### config.mk
export PLATFORM = sky130hd
export DESIGN_NAME = rotary_flywheel_accelerator_unit
export DESIGN_NICKNAME = d
export VERILOG_FILES = /design/src/sv/rfa_pkg.sv /design/src/sv/rfa_div.sv /design/src/sv/rfa_ctrl.sv /design/src/sv/rfa_dp.sv /design/src/sv/rotary_flywheel_accelerator_unit.sv
export SDC_FILE = /design/constraint.sdc
export NUM_CORES = 2
export LEC_CHECK = 0
export ABC_AREA = 0
export BUFFER_PORTS_ARGS = -buffer_cell sky130_fd_sc_hd__buf_2
export CORE_MARGIN = 3
export CORE_UTILIZATION = 41
export DETAILED_ROUTE_END_ITERATION = 10
export GPL_TIMING_DRIVEN = 0
export RECOVER_POWER = 25
export SYNTH_ARGS = -nofsm -noshare
export SYNTH_HDL_FRONTEND = slang
export SYNTH_SLANG_ARGS = --single-unit
### constraint.sdc
create_clock -name aclk -period 9.25 [get_ports aclk]
set_input_delay 0.925 -clock aclk [delete_from_list [all_inputs] [get_ports aclk]]
set_output_delay 0.925 -clock aclk [all_outputs]
set_load 0.01 [all_outputs]
### src/sv/rfa_pkg.sv
// shared types, widths and constants of the rotary flywheel accelerator
// no dependencies; used by every module of the block by scoped names
package rfa_pkg;

    // fixed-point format of the interval estimate (microseconds)
    localparam int FRAC_BITS = 8;
    localparam int IVAL_W    = 40;
    localparam int TIME_W    = 32;
    localparam int DIR_W     = 2;
    localparam int SPEED_W   = 8;
    localparam int STEP_W    = 18;
    localparam int M_W       = 17;

    // stream and register port widths
    localparam int IN_TDATA_W  = 40;
    localparam int OUT_TDATA_W = 24;
    localparam int CFG_ADDR_W  = 3;
    localparam int CFG_IDX_W   = 1;
    localparam int CFG_DATA_W  = 32;

    // Q16 coefficients: 0.4125 and 1.2, truncated
    localparam int COEF_Q = 16;
    localparam int COEF_W = 17;
    localparam logic [COEF_W-1:0] COEF_OLD  = COEF_W'(27033);
    localparam logic [COEF_W-1:0] COEF_GROW = COEF_W'(78643);

    // derived widths
    localparam int PROD_W = IVAL_W + COEF_W;
    localparam int SHR_W  = PROD_W - COEF_Q;
    localparam int ELT_W  = TIME_W + FRAC_BITS;
    localparam int SUM_W  = ((ELT_W > IVAL_W) ? ELT_W : IVAL_W) + 1;
    localparam int RATE_W = IVAL_W + 4;
    localparam int NUM_W  = 20 + FRAC_BITS;
    localparam int DEN_W  = IVAL_W + SPEED_W;
    localparam int CNT_W  = $clog2(NUM_W);

    // thresholds in interval format
    localparam logic [IVAL_W-1:0] IVAL_MAX = {IVAL_W{1'b1}};
    localparam logic [IVAL_W-1:0] IVAL_ONE = IVAL_W'(64'd1 << FRAC_BITS);
    localparam logic [IVAL_W-1:0] IVAL_LO  = IVAL_W'(64'd10 << FRAC_BITS);
    localparam logic [IVAL_W-1:0] IVAL_HI  = IVAL_W'(64'd1000000 << FRAC_BITS);
    localparam logic [RATE_W-1:0] RATE_HI  = RATE_W'(64'd1000000 << FRAC_BITS);
    localparam logic [NUM_W-1:0]  DIV_NUM  = NUM_W'(64'd1000000 << FRAC_BITS);
    localparam logic [M_W-1:0]    M_MAX    = M_W'(100000);

    localparam logic [SPEED_W-1:0] SPEED_RESET = SPEED_W'(15);

    // register map
    localparam logic [CFG_IDX_W-1:0] REG_SPEED_DIVISOR = CFG_IDX_W'(0);

    // controller states
    typedef enum logic [2:0] {
        ST_IDLE,
        ST_MUL,
        ST_UPD,
        ST_DEN,
        ST_DIV,
        ST_OUT
    } state_t;

    // what a poll turns out to be
    typedef enum logic [1:0] {
        KIND_NONE,
        KIND_CLICK,
        KIND_REPEAT
    } kind_t;

    // controller to datapath commands
    typedef struct packed {
        logic load_in;
        logic mul_en;
        logic upd_en;
        logic load_out;
    } ctrl_cmd_t;

    // datapath to controller status
    typedef struct packed {
        logic scale_go;
    } dp_status_t;

endpackage

### src/sv/rfa_div.sv
// restoring divider: constant numerator over a registered denominator, one bit a cycle
// depends on rfa_pkg
module rfa_div (
    input  logic                        aclk,
    input  logic                        aresetn,
    input  logic                        start,
    input  logic [rfa_pkg::DEN_W-1:0]   den,
    output logic [rfa_pkg::NUM_W-1:0]   quot,
    output logic                        busy,
    output logic                        done
);

    logic [rfa_pkg::DEN_W-1:0] den_reg;
    logic [rfa_pkg::NUM_W-1:0] rem_reg, rem_next;
    logic [rfa_pkg::NUM_W-1:0] q_reg, q_next;
    logic [rfa_pkg::CNT_W-1:0] cnt_reg;
    logic                      busy_reg;
    logic                      done_reg;
    logic [rfa_pkg::NUM_W:0]   trial;
    logic [rfa_pkg::DEN_W-1:0] trial_ext;
    logic [rfa_pkg::DEN_W-1:0] diff;
    logic                      ge;

    always_comb begin
        trial     = {rem_reg, q_reg[rfa_pkg::NUM_W-1]};
        trial_ext = rfa_pkg::DEN_W'(trial);
        ge        = trial_ext >= den_reg;
        diff      = trial_ext - den_reg;
        rem_next  = ge ? diff[rfa_pkg::NUM_W-1:0] : trial[rfa_pkg::NUM_W-1:0];
        q_next    = {q_reg[rfa_pkg::NUM_W-2:0], ge};
    end

    always_ff @(posedge aclk) begin
        if (!aresetn) begin
            busy_reg <= 1'b0;
            done_reg <= 1'b0;
            cnt_reg  <= '0;
        end else begin
            done_reg <= 1'b0;
            if (start) begin
                busy_reg <= 1'b1;
                cnt_reg  <= '0;
            end else if (busy_reg) begin
                cnt_reg <= cnt_reg + 1'b1;
                if (cnt_reg == rfa_pkg::CNT_W'(rfa_pkg::NUM_W - 1)) begin
                    busy_reg <= 1'b0;
                    done_reg <= 1'b1;
                end
            end
        end
    end

    always_ff @(posedge aclk) begin
        if (start) begin
            den_reg <= den;
            rem_reg <= '0;
            q_reg   <= rfa_pkg::DIV_NUM;
        end else if (busy_reg) begin
            rem_reg <= rem_next;
            q_reg   <= q_next;
        end
    end

    assign quot = q_reg;
    assign busy = busy_reg;
    assign done = done_reg;

endmodule

### src/sv/rfa_ctrl.sv
// sequencing state machine: input capture, update steps, division wait, result hand-off
// depends on rfa_pkg
module rfa_ctrl (
    input  logic                 aclk,
    input  logic                 aresetn,
    input  logic                 s_tvalid,
    output logic                 s_tready,
    output logic                 m_tvalid,
    input  logic                 m_tready,
    input  rfa_pkg::dp_status_t  status,
    input  logic                 div_done,
    output rfa_pkg::ctrl_cmd_t   cmd,
    output logic                 div_start
);

    rfa_pkg::state_t state_reg, state_next;
    logic            m_valid_reg, m_valid_next;

    always_ff @(posedge aclk) begin
        if (!aresetn) begin
            state_reg   <= rfa_pkg::ST_IDLE;
            m_valid_reg <= 1'b0;
        end else begin
            state_reg   <= state_next;
            m_valid_reg <= m_valid_next;
        end
    end

    always_comb begin
        state_next = state_reg;
        cmd        = '0;
        div_start  = 1'b0;
        s_tready   = 1'b0;
        case (state_reg)
            rfa_pkg::ST_IDLE: begin
                s_tready = 1'b1;
                if (s_tvalid) begin
                    cmd.load_in = 1'b1;
                    state_next  = rfa_pkg::ST_MUL;
                end
            end
            rfa_pkg::ST_MUL: begin
                cmd.mul_en = 1'b1;
                state_next = rfa_pkg::ST_UPD;
            end
            rfa_pkg::ST_UPD: begin
                cmd.upd_en = 1'b1;
                state_next = rfa_pkg::ST_DEN;
            end
            rfa_pkg::ST_DEN: begin
                if (status.scale_go) begin
                    div_start  = 1'b1;
                    state_next = rfa_pkg::ST_DIV;
                end else begin
                    state_next = rfa_pkg::ST_OUT;
                end
            end
            rfa_pkg::ST_DIV: begin
                if (div_done) begin
                    state_next = rfa_pkg::ST_OUT;
                end
            end
            rfa_pkg::ST_OUT: begin
                if (!m_valid_reg || m_tready) begin
                    cmd.load_out = 1'b1;
                    state_next   = rfa_pkg::ST_IDLE;
                end
            end
            default: begin
                state_next = rfa_pkg::ST_IDLE;
            end
        endcase
    end

    always_comb begin
        if (cmd.load_out) begin
            m_valid_next = 1'b1;
        end else if (m_tready) begin
            m_valid_next = 1'b0;
        end else begin
            m_valid_next = m_valid_reg;
        end
    end

    assign m_tvalid = m_valid_reg;

endmodule

### src/sv/rfa_dp.sv
// datapath: timing state, interval smoothing and growth, denominator, step encoding
// depends on rfa_pkg
module rfa_dp (
    input  logic                           aclk,
    input  logic                           aresetn,
    input  rfa_pkg::ctrl_cmd_t             cmd,
    input  logic [rfa_pkg::DIR_W-1:0]      detent,
    input  logic [rfa_pkg::TIME_W-1:0]     now_us,
    input  logic [rfa_pkg::SPEED_W-1:0]    speed_divisor,
    input  logic [rfa_pkg::NUM_W-1:0]      div_quot,
    output logic [rfa_pkg::DEN_W-1:0]      den,
    output rfa_pkg::dp_status_t            status,
    output logic [rfa_pkg::STEP_W-1:0]     step
);

    // block state, cleared by reset
    logic [rfa_pkg::TIME_W-1:0] last_event_reg;
    logic [rfa_pkg::IVAL_W-1:0] interval_reg;
    logic [rfa_pkg::DIR_W-1:0]  last_dir_reg;

    // per-poll working registers
    logic [rfa_pkg::DIR_W-1:0]  dir_reg;
    logic [rfa_pkg::TIME_W-1:0] now_reg;
    logic [rfa_pkg::TIME_W-1:0] elapsed_reg;
    logic [rfa_pkg::PROD_W-1:0] prod_old_reg;
    logic [rfa_pkg::PROD_W-1:0] prod_grow_reg;
    rfa_pkg::kind_t             kind_reg;
    logic [rfa_pkg::IVAL_W-1:0] scale_ival_reg;
    logic                       scale_go_reg;
    logic [rfa_pkg::DIR_W-1:0]  out_dir_reg;
    logic [rfa_pkg::STEP_W-1:0] step_reg;

    logic [rfa_pkg::DIR_W-1:0]  dir_in;
    logic [rfa_pkg::SUM_W-1:0]  elapsed_fx;
    logic [rfa_pkg::RATE_W-1:0] ival15;
    logic                       repeat_ok;
    rfa_pkg::kind_t             kind_in;
    logic [rfa_pkg::TIME_W+3:0] e11;
    logic [rfa_pkg::SUM_W-1:0]  ival_sum;
    logic [rfa_pkg::IVAL_W-1:0] ival_click;
    logic [rfa_pkg::SHR_W-1:0]  grown;
    logic [rfa_pkg::IVAL_W-1:0] ival_grown;
    logic [rfa_pkg::M_W-1:0]    m_sat;
    logic [rfa_pkg::STEP_W-1:0] m_ext;
    logic [rfa_pkg::STEP_W-1:0] step_calc;

    // detent code 2'b10 counts as ccw
    always_comb begin
        case (detent)
            2'b00:   dir_in = 2'b00;
            2'b01:   dir_in = 2'b01;
            default: dir_in = 2'b11;
        endcase
    end

    // repeat test on the captured elapsed time and the stored interval
    always_comb begin
        elapsed_fx = rfa_pkg::SUM_W'(elapsed_reg) << rfa_pkg::FRAC_BITS;
        ival15     = (rfa_pkg::RATE_W'(interval_reg) << 4) - rfa_pkg::RATE_W'(interval_reg);
        repeat_ok  = (elapsed_fx > rfa_pkg::SUM_W'(interval_reg)) &&
                     (interval_reg >= rfa_pkg::IVAL_ONE) &&
                     (ival15 < rfa_pkg::RATE_HI);
        if (dir_reg != 2'b00) begin
            kind_in = rfa_pkg::KIND_CLICK;
        end else if (repeat_ok) begin
            kind_in = rfa_pkg::KIND_REPEAT;
        end else begin
            kind_in = rfa_pkg::KIND_NONE;
        end
    end

    // smoothed and grown intervals, both saturating
    always_comb begin
        e11 = {4'b0, elapsed_reg} << 3;
        e11 = e11 + ({4'b0, elapsed_reg} << 1) + {4'b0, elapsed_reg};
        ival_sum = rfa_pkg::SUM_W'(prod_old_reg[rfa_pkg::PROD_W-1:rfa_pkg::COEF_Q]) +
                   (rfa_pkg::SUM_W'(e11) << (rfa_pkg::FRAC_BITS - 4));
        ival_click = (ival_sum > rfa_pkg::SUM_W'(rfa_pkg::IVAL_MAX)) ?
                     rfa_pkg::IVAL_MAX : ival_sum[rfa_pkg::IVAL_W-1:0];
        grown      = prod_grow_reg[rfa_pkg::PROD_W-1:rfa_pkg::COEF_Q];
        ival_grown = (grown > rfa_pkg::SHR_W'(rfa_pkg::IVAL_MAX)) ?
                     rfa_pkg::IVAL_MAX : grown[rfa_pkg::IVAL_W-1:0];
    end

    // step from direction and saturated multiplier; a zero multiplier gives the direction
    always_comb begin
        if (!scale_go_reg) begin
            m_sat = '0;
        end else if (div_quot > rfa_pkg::NUM_W'(rfa_pkg::M_MAX)) begin
            m_sat = rfa_pkg::M_MAX;
        end else begin
            m_sat = div_quot[rfa_pkg::M_W-1:0];
        end
        m_ext = rfa_pkg::STEP_W'(m_sat);
        if (out_dir_reg == 2'b00) begin
            step_calc = '0;
        end else if (m_sat == '0) begin
            step_calc = {{(rfa_pkg::STEP_W-rfa_pkg::DIR_W){out_dir_reg[1]}}, out_dir_reg};
        end else if (out_dir_reg[1]) begin
            step_calc = -m_ext;
        end else begin
            step_calc = m_ext;
        end
    end

    always_ff @(posedge aclk) begin
        if (!aresetn) begin
            last_event_reg <= '0;
            interval_reg   <= '0;
            last_dir_reg   <= '0;
        end else if (cmd.upd_en) begin
            case (kind_reg)
                rfa_pkg::KIND_CLICK: begin
                    interval_reg   <= ival_click;
                    last_event_reg <= now_reg;
                    last_dir_reg   <= dir_reg;
                end
                rfa_pkg::KIND_REPEAT: begin
                    interval_reg   <= ival_grown;
                    last_event_reg <= now_reg;
                end
                default: begin
                    interval_reg <= interval_reg;
                end
            endcase
        end
    end

    always_ff @(posedge aclk) begin
        if (cmd.load_in) begin
            dir_reg     <= dir_in;
            now_reg     <= now_us;
            elapsed_reg <= now_us - last_event_reg;
        end
        if (cmd.mul_en) begin
            prod_old_reg  <= rfa_pkg::PROD_W'(interval_reg) * rfa_pkg::PROD_W'(rfa_pkg::COEF_OLD);
            prod_grow_reg <= rfa_pkg::PROD_W'(interval_reg) * rfa_pkg::PROD_W'(rfa_pkg::COEF_GROW);
            kind_reg      <= kind_in;
        end
        if (cmd.upd_en) begin
            case (kind_reg)
                rfa_pkg::KIND_CLICK: begin
                    scale_ival_reg <= ival_click;
                    scale_go_reg   <= (ival_click > rfa_pkg::IVAL_LO) &&
                                      (ival_click < rfa_pkg::IVAL_HI) &&
                                      (speed_divisor != '0);
                    out_dir_reg    <= dir_reg;
                end
                rfa_pkg::KIND_REPEAT: begin
                    scale_ival_reg <= interval_reg;
                    scale_go_reg   <= speed_divisor != '0;
                    out_dir_reg    <= last_dir_reg;
                end
                default: begin
                    scale_ival_reg <= interval_reg;
                    scale_go_reg   <= 1'b0;
                    out_dir_reg    <= '0;
                end
            endcase
        end
        if (cmd.load_out) begin
            step_reg <= step_calc;
        end
    end

    assign den             = rfa_pkg::DEN_W'(scale_ival_reg) * rfa_pkg::DEN_W'(speed_divisor);
    assign status.scale_go = scale_go_reg;
    assign step            = step_reg;

endmodule

### src/sv/rotary_flywheel_accelerator_unit.sv
// rotary flywheel accelerator: one step result per poll, scaled by click rate
// accepted poll: ST_MUL, ST_UPD, ST_DEN, ST_DIV if the rate multiplier is divided out, ST_OUT
// one poll in flight, next accepted back in ST_IDLE; division runs on the 28-bit serial divider
// synchronous active-low reset clears timing state, interval, direction, handshakes;
// speed_divisor returns to 15
// depends on rfa_pkg, rfa_ctrl, rfa_dp, rfa_div
module rotary_flywheel_accelerator_unit (
    input  logic                              aclk,
    input  logic                              aresetn,

    // input polls
    input  logic                              s_tvalid,
    output logic                              s_tready,
    input  logic [rfa_pkg::IN_TDATA_W-1:0]    s_tdata,   // [1:0] detent, [33:2] now_us

    // step results
    output logic                              m_tvalid,
    input  logic                              m_tready,
    output logic [rfa_pkg::OUT_TDATA_W-1:0]   m_tdata,   // [17:0] step

    // register port
    input  logic                              psel,
    input  logic                              penable,
    input  logic                              pwrite,
    input  logic [rfa_pkg::CFG_ADDR_W-1:0]    paddr,
    input  logic [rfa_pkg::CFG_DATA_W-1:0]    pwdata,
    output logic [rfa_pkg::CFG_DATA_W-1:0]    prdata,
    output logic                              pready
);

    logic [rfa_pkg::SPEED_W-1:0]   speed_divisor_reg;
    logic [rfa_pkg::CFG_IDX_W-1:0] cfg_idx;
    logic                          cfg_write;

    rfa_pkg::ctrl_cmd_t            cmd;
    rfa_pkg::dp_status_t           status;
    logic                          div_start;
    logic                          div_busy;
    logic                          div_done;
    logic [rfa_pkg::DEN_W-1:0]     den;
    logic [rfa_pkg::NUM_W-1:0]     div_quot;
    logic [rfa_pkg::STEP_W-1:0]    step;

    // register file: speed_divisor at byte addresses 0 to 3, writes with paddr[2] set are dropped
    assign pready    = 1'b1;
    assign cfg_idx   = paddr[rfa_pkg::CFG_ADDR_W-1:2];
    assign cfg_write = psel && penable && pwrite && pready;

    always_ff @(posedge aclk) begin
        if (!aresetn) begin
            speed_divisor_reg <= rfa_pkg::SPEED_RESET;
        end else if (cfg_write && (cfg_idx == rfa_pkg::REG_SPEED_DIVISOR)) begin
            speed_divisor_reg <= pwdata[rfa_pkg::SPEED_W-1:0];
        end
    end

    // reads of unmapped addresses return zero
    always_comb begin
        if (cfg_idx == rfa_pkg::REG_SPEED_DIVISOR) begin
            prdata = rfa_pkg::CFG_DATA_W'(speed_divisor_reg);
        end else begin
            prdata = '0;
        end
    end

    // sequencer: one poll in flight, output register lets the next poll in while a step waits
    rfa_ctrl u_ctrl (
        .aclk      (aclk),
        .aresetn   (aresetn),
        .s_tvalid  (s_tvalid),
        .s_tready  (s_tready),
        .m_tvalid  (m_tvalid),
        .m_tready  (m_tready),
        .status    (status),
        .div_done  (div_done),
        .cmd       (cmd),
        .div_start (div_start)
    );

    // interval arithmetic and step encoding
    rfa_dp u_dp (
        .aclk          (aclk),
        .aresetn       (aresetn),
        .cmd           (cmd),
        .detent        (s_tdata[1:0]),
        .now_us        (s_tdata[rfa_pkg::TIME_W+1:2]),
        .speed_divisor (speed_divisor_reg),
        .div_quot      (div_quot),
        .den           (den),
        .status        (status),
        .step          (step)
    );

    // rate multiplier: 1e6 in interval format over interval times speed_divisor
    rfa_div u_div (
        .aclk    (aclk),
        .aresetn (aresetn),
        .start   (div_start),
        .den     (den),
        .quot    (div_quot),
        .busy    (div_busy),
        .done    (div_done)
    );

    assign m_tdata = rfa_pkg::OUT_TDATA_W'(step);

    // a poll is held alone: no second transaction right after acceptance
    assert property (@(posedge aclk) disable iff (!aresetn)
        (s_tvalid && s_tready) |=> !s_tready)
        else $error("input accepted on two consecutive cycles");

    // the divider only runs while a poll is in flight
    assert property (@(posedge aclk) disable iff (!aresetn)
        div_busy |-> !s_tready)
        else $error("divider busy while the sequencer is idle");

    // step magnitude stays within the multiplier limit
    assert property (@(posedge aclk) disable iff (!aresetn)
        m_tvalid |-> (($signed(step) <= $signed(rfa_pkg::STEP_W'(rfa_pkg::M_MAX))) &&
                      ($signed(step) >= -$signed(rfa_pkg::STEP_W'(rfa_pkg::M_MAX)))))
        else $error("step magnitude above saturation limit");

endmodule

# Word level (Yosys, flattened, before mapping)
# Index checks and enable logic that the tools add are counted.
[word_totals] regBits=438 output_inout_bits=59 word_cells=115
[classes] add_sub_neg=8 multipliers=3 n_lt_le_gt_ge=9 n_eq_ne=12 mux=34 n_bitwise=3 reduce_logical=24
[ops] operator="$mux 40" n=3
[ops] operator="$gt 41x40->1 const B" n=2
[ops] operator="$pmux 40 s2" n=1
[ops] operator="$mul 40x17->57 const B" n=1
[ops] operator="$mul 40x15->55 const B" n=1
[ops] operator="$ge 29x48->1" n=1
[ops] operator="$mul 40x8->48" n=1
[ops] operator="$lt 44x28->1 const B" n=1
[ops] operator="$sub 44x40->44" n=1
[ops] operator="$add 39x40->41" n=1
[ops] operator="$ge 40x9->1 const B" n=1
[ops] operator="$gt 40x12->1 const B" n=1
[ops] operator="$gt 40x40->1" n=1
[ops] operator="$lt 40x28->1 const B" n=1
[ops] operator="$add 35x33->36" n=1
[ops] operator="$add 36x32->36" n=1
[ops] operator="$mux 18" n=2
[ops] operator="$mux 17" n=2
[ops] operator="$sub 32x32->32" n=1
[ops] operator="$gt 28x17->1 const B" n=1
[ops] operator="$mux 28" n=1
[ops] operator="$sub 28x28->28" n=1
[ops] operator="$neg 17->18" n=1
[ops] operator="$pmux 3 s6" n=1
[ops] operator="28 further kinds" n=64

# Logic depth before layout (Yosys ltp)
[logic_depth] ltp_word=9 depth_mapped=28 depth_no_buf=26

# By module
# Synthesis repeated with hierarchy kept, for this count alone.
[hier_totals] cells_unflattened=5697 hier_area_um2=54125.7
[by_module_without_submodules] mod="rfa_dp" instances=1 cells_each=5017 area_per_inst_um2=47575.6 seq_area_each_um2=7757.4
[by_module_without_submodules] mod="rfa_div" instances=1 cells_each=572 area_per_inst_um2=5617.9 seq_area_each_um2=2702.6
[by_module_without_submodules] mod="rotary_flywheel_accelerator_unit" instances=1 cells_each=76 area_per_inst_um2=655.6 seq_area_each_um2=160.2
[by_module_without_submodules] mod="rfa_ctrl" instances=1 cells_each=32 area_per_inst_um2=276.5 seq_area_each_um2=80.1

# Worst setup path after synthesis
# No wires, ideal clock.
[synth_path] path_kind="reg-to-reg" startpoint="register u_ctrl.state_reg[0]" endpoint="register u_dp.kind_reg[0], enable pin" arrival_ns=6.627 required_ns=8.608 setup_slack_ns=1.980 path_stages_with_launch=3 path_buffers=1 cell_sequence="dfxtp_1 > clkbuf_1 > nor3b_1"
[synth_via] elab_chain_cells=2
[synth_rtl] element="start, declared" line_no="rfa_ctrl.sv:16" source="rfa_pkg::state_t state_reg, state_next;"
[synth_rtl] element="start signal, assigned" line_no="rfa_ctrl.sv:21" source="state_reg <= rfa_pkg::ST_IDLE;"
[synth_rtl] element="start signal, assigned" line_no="rfa_ctrl.sv:24" source="state_reg <= state_next;"
[synth_rtl] element="$eq 3x1->1" line_no="rfa_ctrl.sv:34" source="case (state_reg)"
[synth_rtl] element="$mux 1" line_no="rfa_ctrl.sv:34"
[synth_rtl] element="end signal, assigned" line_no="rfa_dp.sv:138" source="kind_reg <= kind_in;"
[synth_rtl] element="end, declared" line_no="rfa_dp.sv:27" source="rfa_pkg::kind_t kind_reg;"
# Every way passes these cells.
# A chain may end at the register's enable or synchronous reset.

# Worst setup path after layout
[layout_path] startpoint="register u_dp.interval_reg[20] (netlist bit)" endpoint="register u_dp.prod_grow_reg[56] (netlist bit) (data pin)"
[layout_via] elab_chain_cells=1
[layout_rtl] element="start, declared" line_no="rfa_dp.sv:18" source="logic [rfa_pkg::IVAL_W-1:0] interval_reg;"
[layout_rtl] element="start signal, assigned" line_no="rfa_dp.sv:114" source="interval_reg <= ival_click;"
[layout_rtl] element="start signal, assigned" line_no="rfa_dp.sv:119" source="interval_reg <= ival_grown;"
[layout_rtl] element="start signal, assigned" line_no="rfa_dp.sv:123" source="interval_reg <= interval_reg;"
[layout_rtl] element="$mul 40x17->57" line_no="rfa_dp.sv:137" source="prod_grow_reg <= rfa_pkg::PROD_W'(interval_reg) * rfa_pkg::PROD_W'(rfa_pkg::COEF_GROW);"
[layout_rtl] element="end signal, assigned" line_no="rfa_dp.sv:137"
[layout_rtl] element="end, declared" line_no="rfa_dp.sv:26" source="logic [rfa_pkg::PROD_W-1:0] prod_grow_reg;"
# Every way passes these cells.

==> impl_table.tex <==
\begin{tabular}{lr}
\hline
Metric & Value \\
\hline
\multicolumn{2}{l}{\textbf{Run status}} \\
\quad Outcome & finished, violations left \\
\quad Violations in the final reports & max-capacitance violations, max-slew violations \\
\multicolumn{2}{l}{\textbf{Routing}} \\
\quad Number of violations reported at the end of detailed-routing iteration 0 & 2744 \\
\quad Routed Antenna Nets & 0 \\
\quad Residual DRC count & 0 \\
\quad DR vias & 40.0k \\
\quad Wire length per cell after detailed routing & 19.9 um \\
\quad Drt total wl & 150000 um \\
\quad Average via count per standard cell & 5.32 \\
\quad Initial DRT Pass Iterations & 8 \\
\multicolumn{2}{l}{\textbf{STA}} \\
\quad Worst setup skew after layout & between 30 and 40 ps \\
\quad Tightest slew margin relative to the limit & -1.39 \\
\quad Final Hold Slack & around 460 ps \\
\quad Final period util & 0.908 \\
\quad Highest achievable clock rate & 119 MHz \\
\quad Unrepaired setup endpoints after global routing & false \\
\quad Number of hold-slack violations in the final timing report & 0 \\
\quad Setup WS post-layout & 852 ps \\
\quad Final setup viols & 0 \\
\quad Number of pins with negative max-slew slack in the final report & 65 \\
\quad Min cycle time layout & 8400 ps \\
\quad Worst slew pin tran & 3590 ps \\
\multicolumn{2}{l}{\textbf{CTS}} \\
\quad Post-CTS repair timing setup buffer count & 0 \\
\quad Worst skew pair latency & 680 ps \\
\quad Clock buffer depth & 3 \\
\quad Clock H-tree levels & 2 \\
\quad TritonCTS clock tree & done \\
\quad CTS buffer count & 51 \\
\quad CTS clk-pin slew, worst paths & $\sim$60 ps \\
\quad Hold-fix buffers at CTS & 0 \\
\quad Clk sink count & around 410 \\
\quad PostCTS Resize Cnt & 0 \\
\quad Clock root buffer & clkbuf\_16 \\
\multicolumn{2}{l}{\textbf{Logic synthesis}} \\
\quad Largest area contributor in the synthesized netlist & fa\_1 \\
\quad Post-synthesis sequential area ratio & 0.200 \\
\quad Cell count after synthesis & between 5k and 6k \\
\quad Share of the synthesized area in the top cell type & 0.270 \\
\quad Netlist Area Pre-Place & about 53000 um2 \\
\quad Most area-consuming cells after synthesis & fa\_1, ha\_1, edfxtp\_1, inv\_1, dfxtp\_1 \\
\quad Flops \& latches, synth & 406 \\
\quad Average cell area after synthesis & 9.60 um2 \\
\quad Synthesis Warnings & 0 \\
\quad Main synth FF type & edfxtp\_1 \\
\quad Share of synthesized flip-flops with an asynchronous set or reset & 0 \\
\quad Post-synthesis cell type count & 98 \\
\quad List of most frequent post-synthesis cells & inv\_1, fa\_1, ha\_1 \\
\quad Number of enable-type register cells in the synthesized netlist & between 200 and 300 \\
\quad Most numerous cell in the Yosys netlist & inv\_1 \\
\multicolumn{2}{l}{\textbf{Global route}} \\
\quad All-layer global routing usage & 0.223 \\
\quad Largest net degree at the start of global routing & 65 \\
\quad First-pass GRT wire length & 236000 um \\
\quad Initial antenna violation count & 3 \\
\quad Aggregate global routing overflow & 0 \\
\quad Vias in the first global route & 41.5k \\
\multicolumn{2}{l}{\textbf{Setup path}} \\
\quad Worst-path maximum fanout & 7 \\
\quad Required time at the endpoint of the critical path & 9660 ps \\
\quad Critical Path AT & 8800 ps \\
\quad Critical Path End Type & register \\
\quad Classification of the worst setup path & register to register \\
\quad Sort of element at the start of the critical path & register \\
\multicolumn{2}{l}{\textbf{Final layout}} \\
\quad Count of filler cells inserted in the layout & 12.4k \\
\quad Number of flip-flops under the largest register name & 48 \\
\quad Util after Layout & 0.451 \\
\quad Post-layout net count & 7181 \\
\quad Syn-to-layout area delta & 8.36\% \\
\quad Ratio of cells with drive above 1 in the final layout & 0.0410 \\
\quad Non-filler cells in the finished layout & 7518 \\
\multicolumn{2}{l}{\textbf{Die}} \\
\quad Placeable core area & 129000 um2 \\
\quad Total Die Area & between 100000 and 150000 um2 \\
\quad Count of boundary I/O pins & 141 \\
\quad Vert. Die Dim & 367 um \\
\quad Site row count & 131 \\
\quad Effective utilization at floorplan & 0.416 \\
\quad Die X-Extent & 367 um \\
\multicolumn{2}{l}{\textbf{Worst hold path}} \\
\quad Worst hold path type & register to register \\
\multicolumn{2}{l}{\textbf{Job}} \\
\quad Number of violations of the max-capacitance limit & 1 \\
\multicolumn{2}{l}{\textbf{Placement}} \\
\quad Port bufs & 76 \\
\quad Placed wire-length estimate & around 120000 um \\
\quad Setup slack at placement & 963 ps \\
\quad Total instance count after detailed placement & 7421 \\
\quad Routability congestion estimate from global placement & 0.941 \\
\hline
\end{tabular}
per-layer routing:
layer | global-route usage | up-vias | routed length (um)
met5 | 0 | - | 0
met4 | 0.0893 | 0 | 6610
met3 | 0.0343 | 305 | 9140
met2 | 0.375 | 1104 | 70600
met1 | 0.289 | 19700 | 63500
li1 | - | 18900 | -
logic make-up after synthesis:
family / count (synthesis) / synth area share
xor+xnor: 229 / 0.0375
fa+ha+maj: 1354 / 0.418
other cells: 2 / 0.000140
flops: 406 / 0.200
compound gates: 1115 / 0.138
mux: 43 / 0.00807
buf+inv: 1127 / 0.0819
simple gates: 1297 / 0.116
final cells by class:
cell class,count,area (um2),share of cell area
inverters,963,3610,0.0624
multi-input cells,4069,38500,0.665
flip-flops and latches,406,10700,0.185
clock buffers,67,1420,0.0245
diodes,2,5.00,0.0000864
repair buffers,90,445,0.00769
well taps,1729,2160,0.0373
clock inverters,28,322,0.00555
plain buffers,164,767,0.0132
final timing paths:
check,start,to,slack (ps),cells after the start
setup / recovery,u_dp.interval_reg[20],u_dp.prod_grow_reg[56],850,23
hold / removal,u_dp.last_event_reg[21],u_dp.last_event_reg[21],460,2
setup reg to reg,u_dp.interval_reg[20],u_dp.prod_grow_reg[56],850,23
hold reg to reg,u_dp.last_event_reg[21],u_dp.last_event_reg[21],460,2
worst max-delay path: stages (launching register included):
cell and delay, ps:
dfxtp_1 550, inv_1 420, ha_1 690, inv_1 240
fa_1 580, inv_1 60, fa_1 480, inv_1 60
fa_1 500, fa_1 550, inv_1 60, fa_1 430
ha_1 360, a21o_1 180, a21oi_1 200, o21ai_1 120
a221oi_1 550, o311ai_1 430, a31oi_1 490, a31oi_1 310
a221oi_2 430, a21oi_1 170, a21oi_1 200, xnor2_1 80
through the flow:
| step | TNS, ps | instance area, um2 |
|---|---|---|
| finish | 0 | 58000 |
| global route | 0 | 57900 |
| CTS | 0 | 58100 |
| detailed placement | 0 | 56300 |
| global placement | -201650 | 56100 |
| floorplan | 0 | 53600 |
layout by cell type, fill, tap and decap left out, types with 16 or more instances in the layout:
| cell | instances |
|---|---|
| mux2i_1 | 42 |
| o21a_1 | 55 |
| conb_1 | 31 |
| nand3_1 | 61 |
| ha_1 | 633 |
| o211ai_1 | 18 |
| o31ai_1 | 19 |
| nand4_1 | 37 |
| dfxtp_1 | 149 |
| nor3_1 | 69 |
| o221ai_1 | 44 |
| a21oi_1 | 269 |
| buf_2 | 52 |
| a211oi_1 | 44 |
| nor4_1 | 25 |
| clkbuf_16 | 52 |
| nand2b_1 | 52 |
| and3_1 | 24 |
| and2_1 | 154 |
| a31oi_1 | 34 |
| or3_1 | 16 |
| fa_1 | 721 |
| xor2_1 | 65 |
| or2_2 | 17 |
| a21o_1 | 135 |
| a21boi_0 | 90 |
| nand2_1 | 463 |
| inv_1 | 961 |
| clkbuf_1 | 164 |
| edfxtp_1 | 257 |
| o21bai_1 | 38 |
| buf_4 | 35 |
| xnor2_1 | 164 |
| o21ai_0 | 233 |
| nor2b_1 | 56 |
| nor2_1 | 268 |
Power is not shown: default switching activity piles up to over one toggle a cycle in this logic, so the estimate is an artifact.
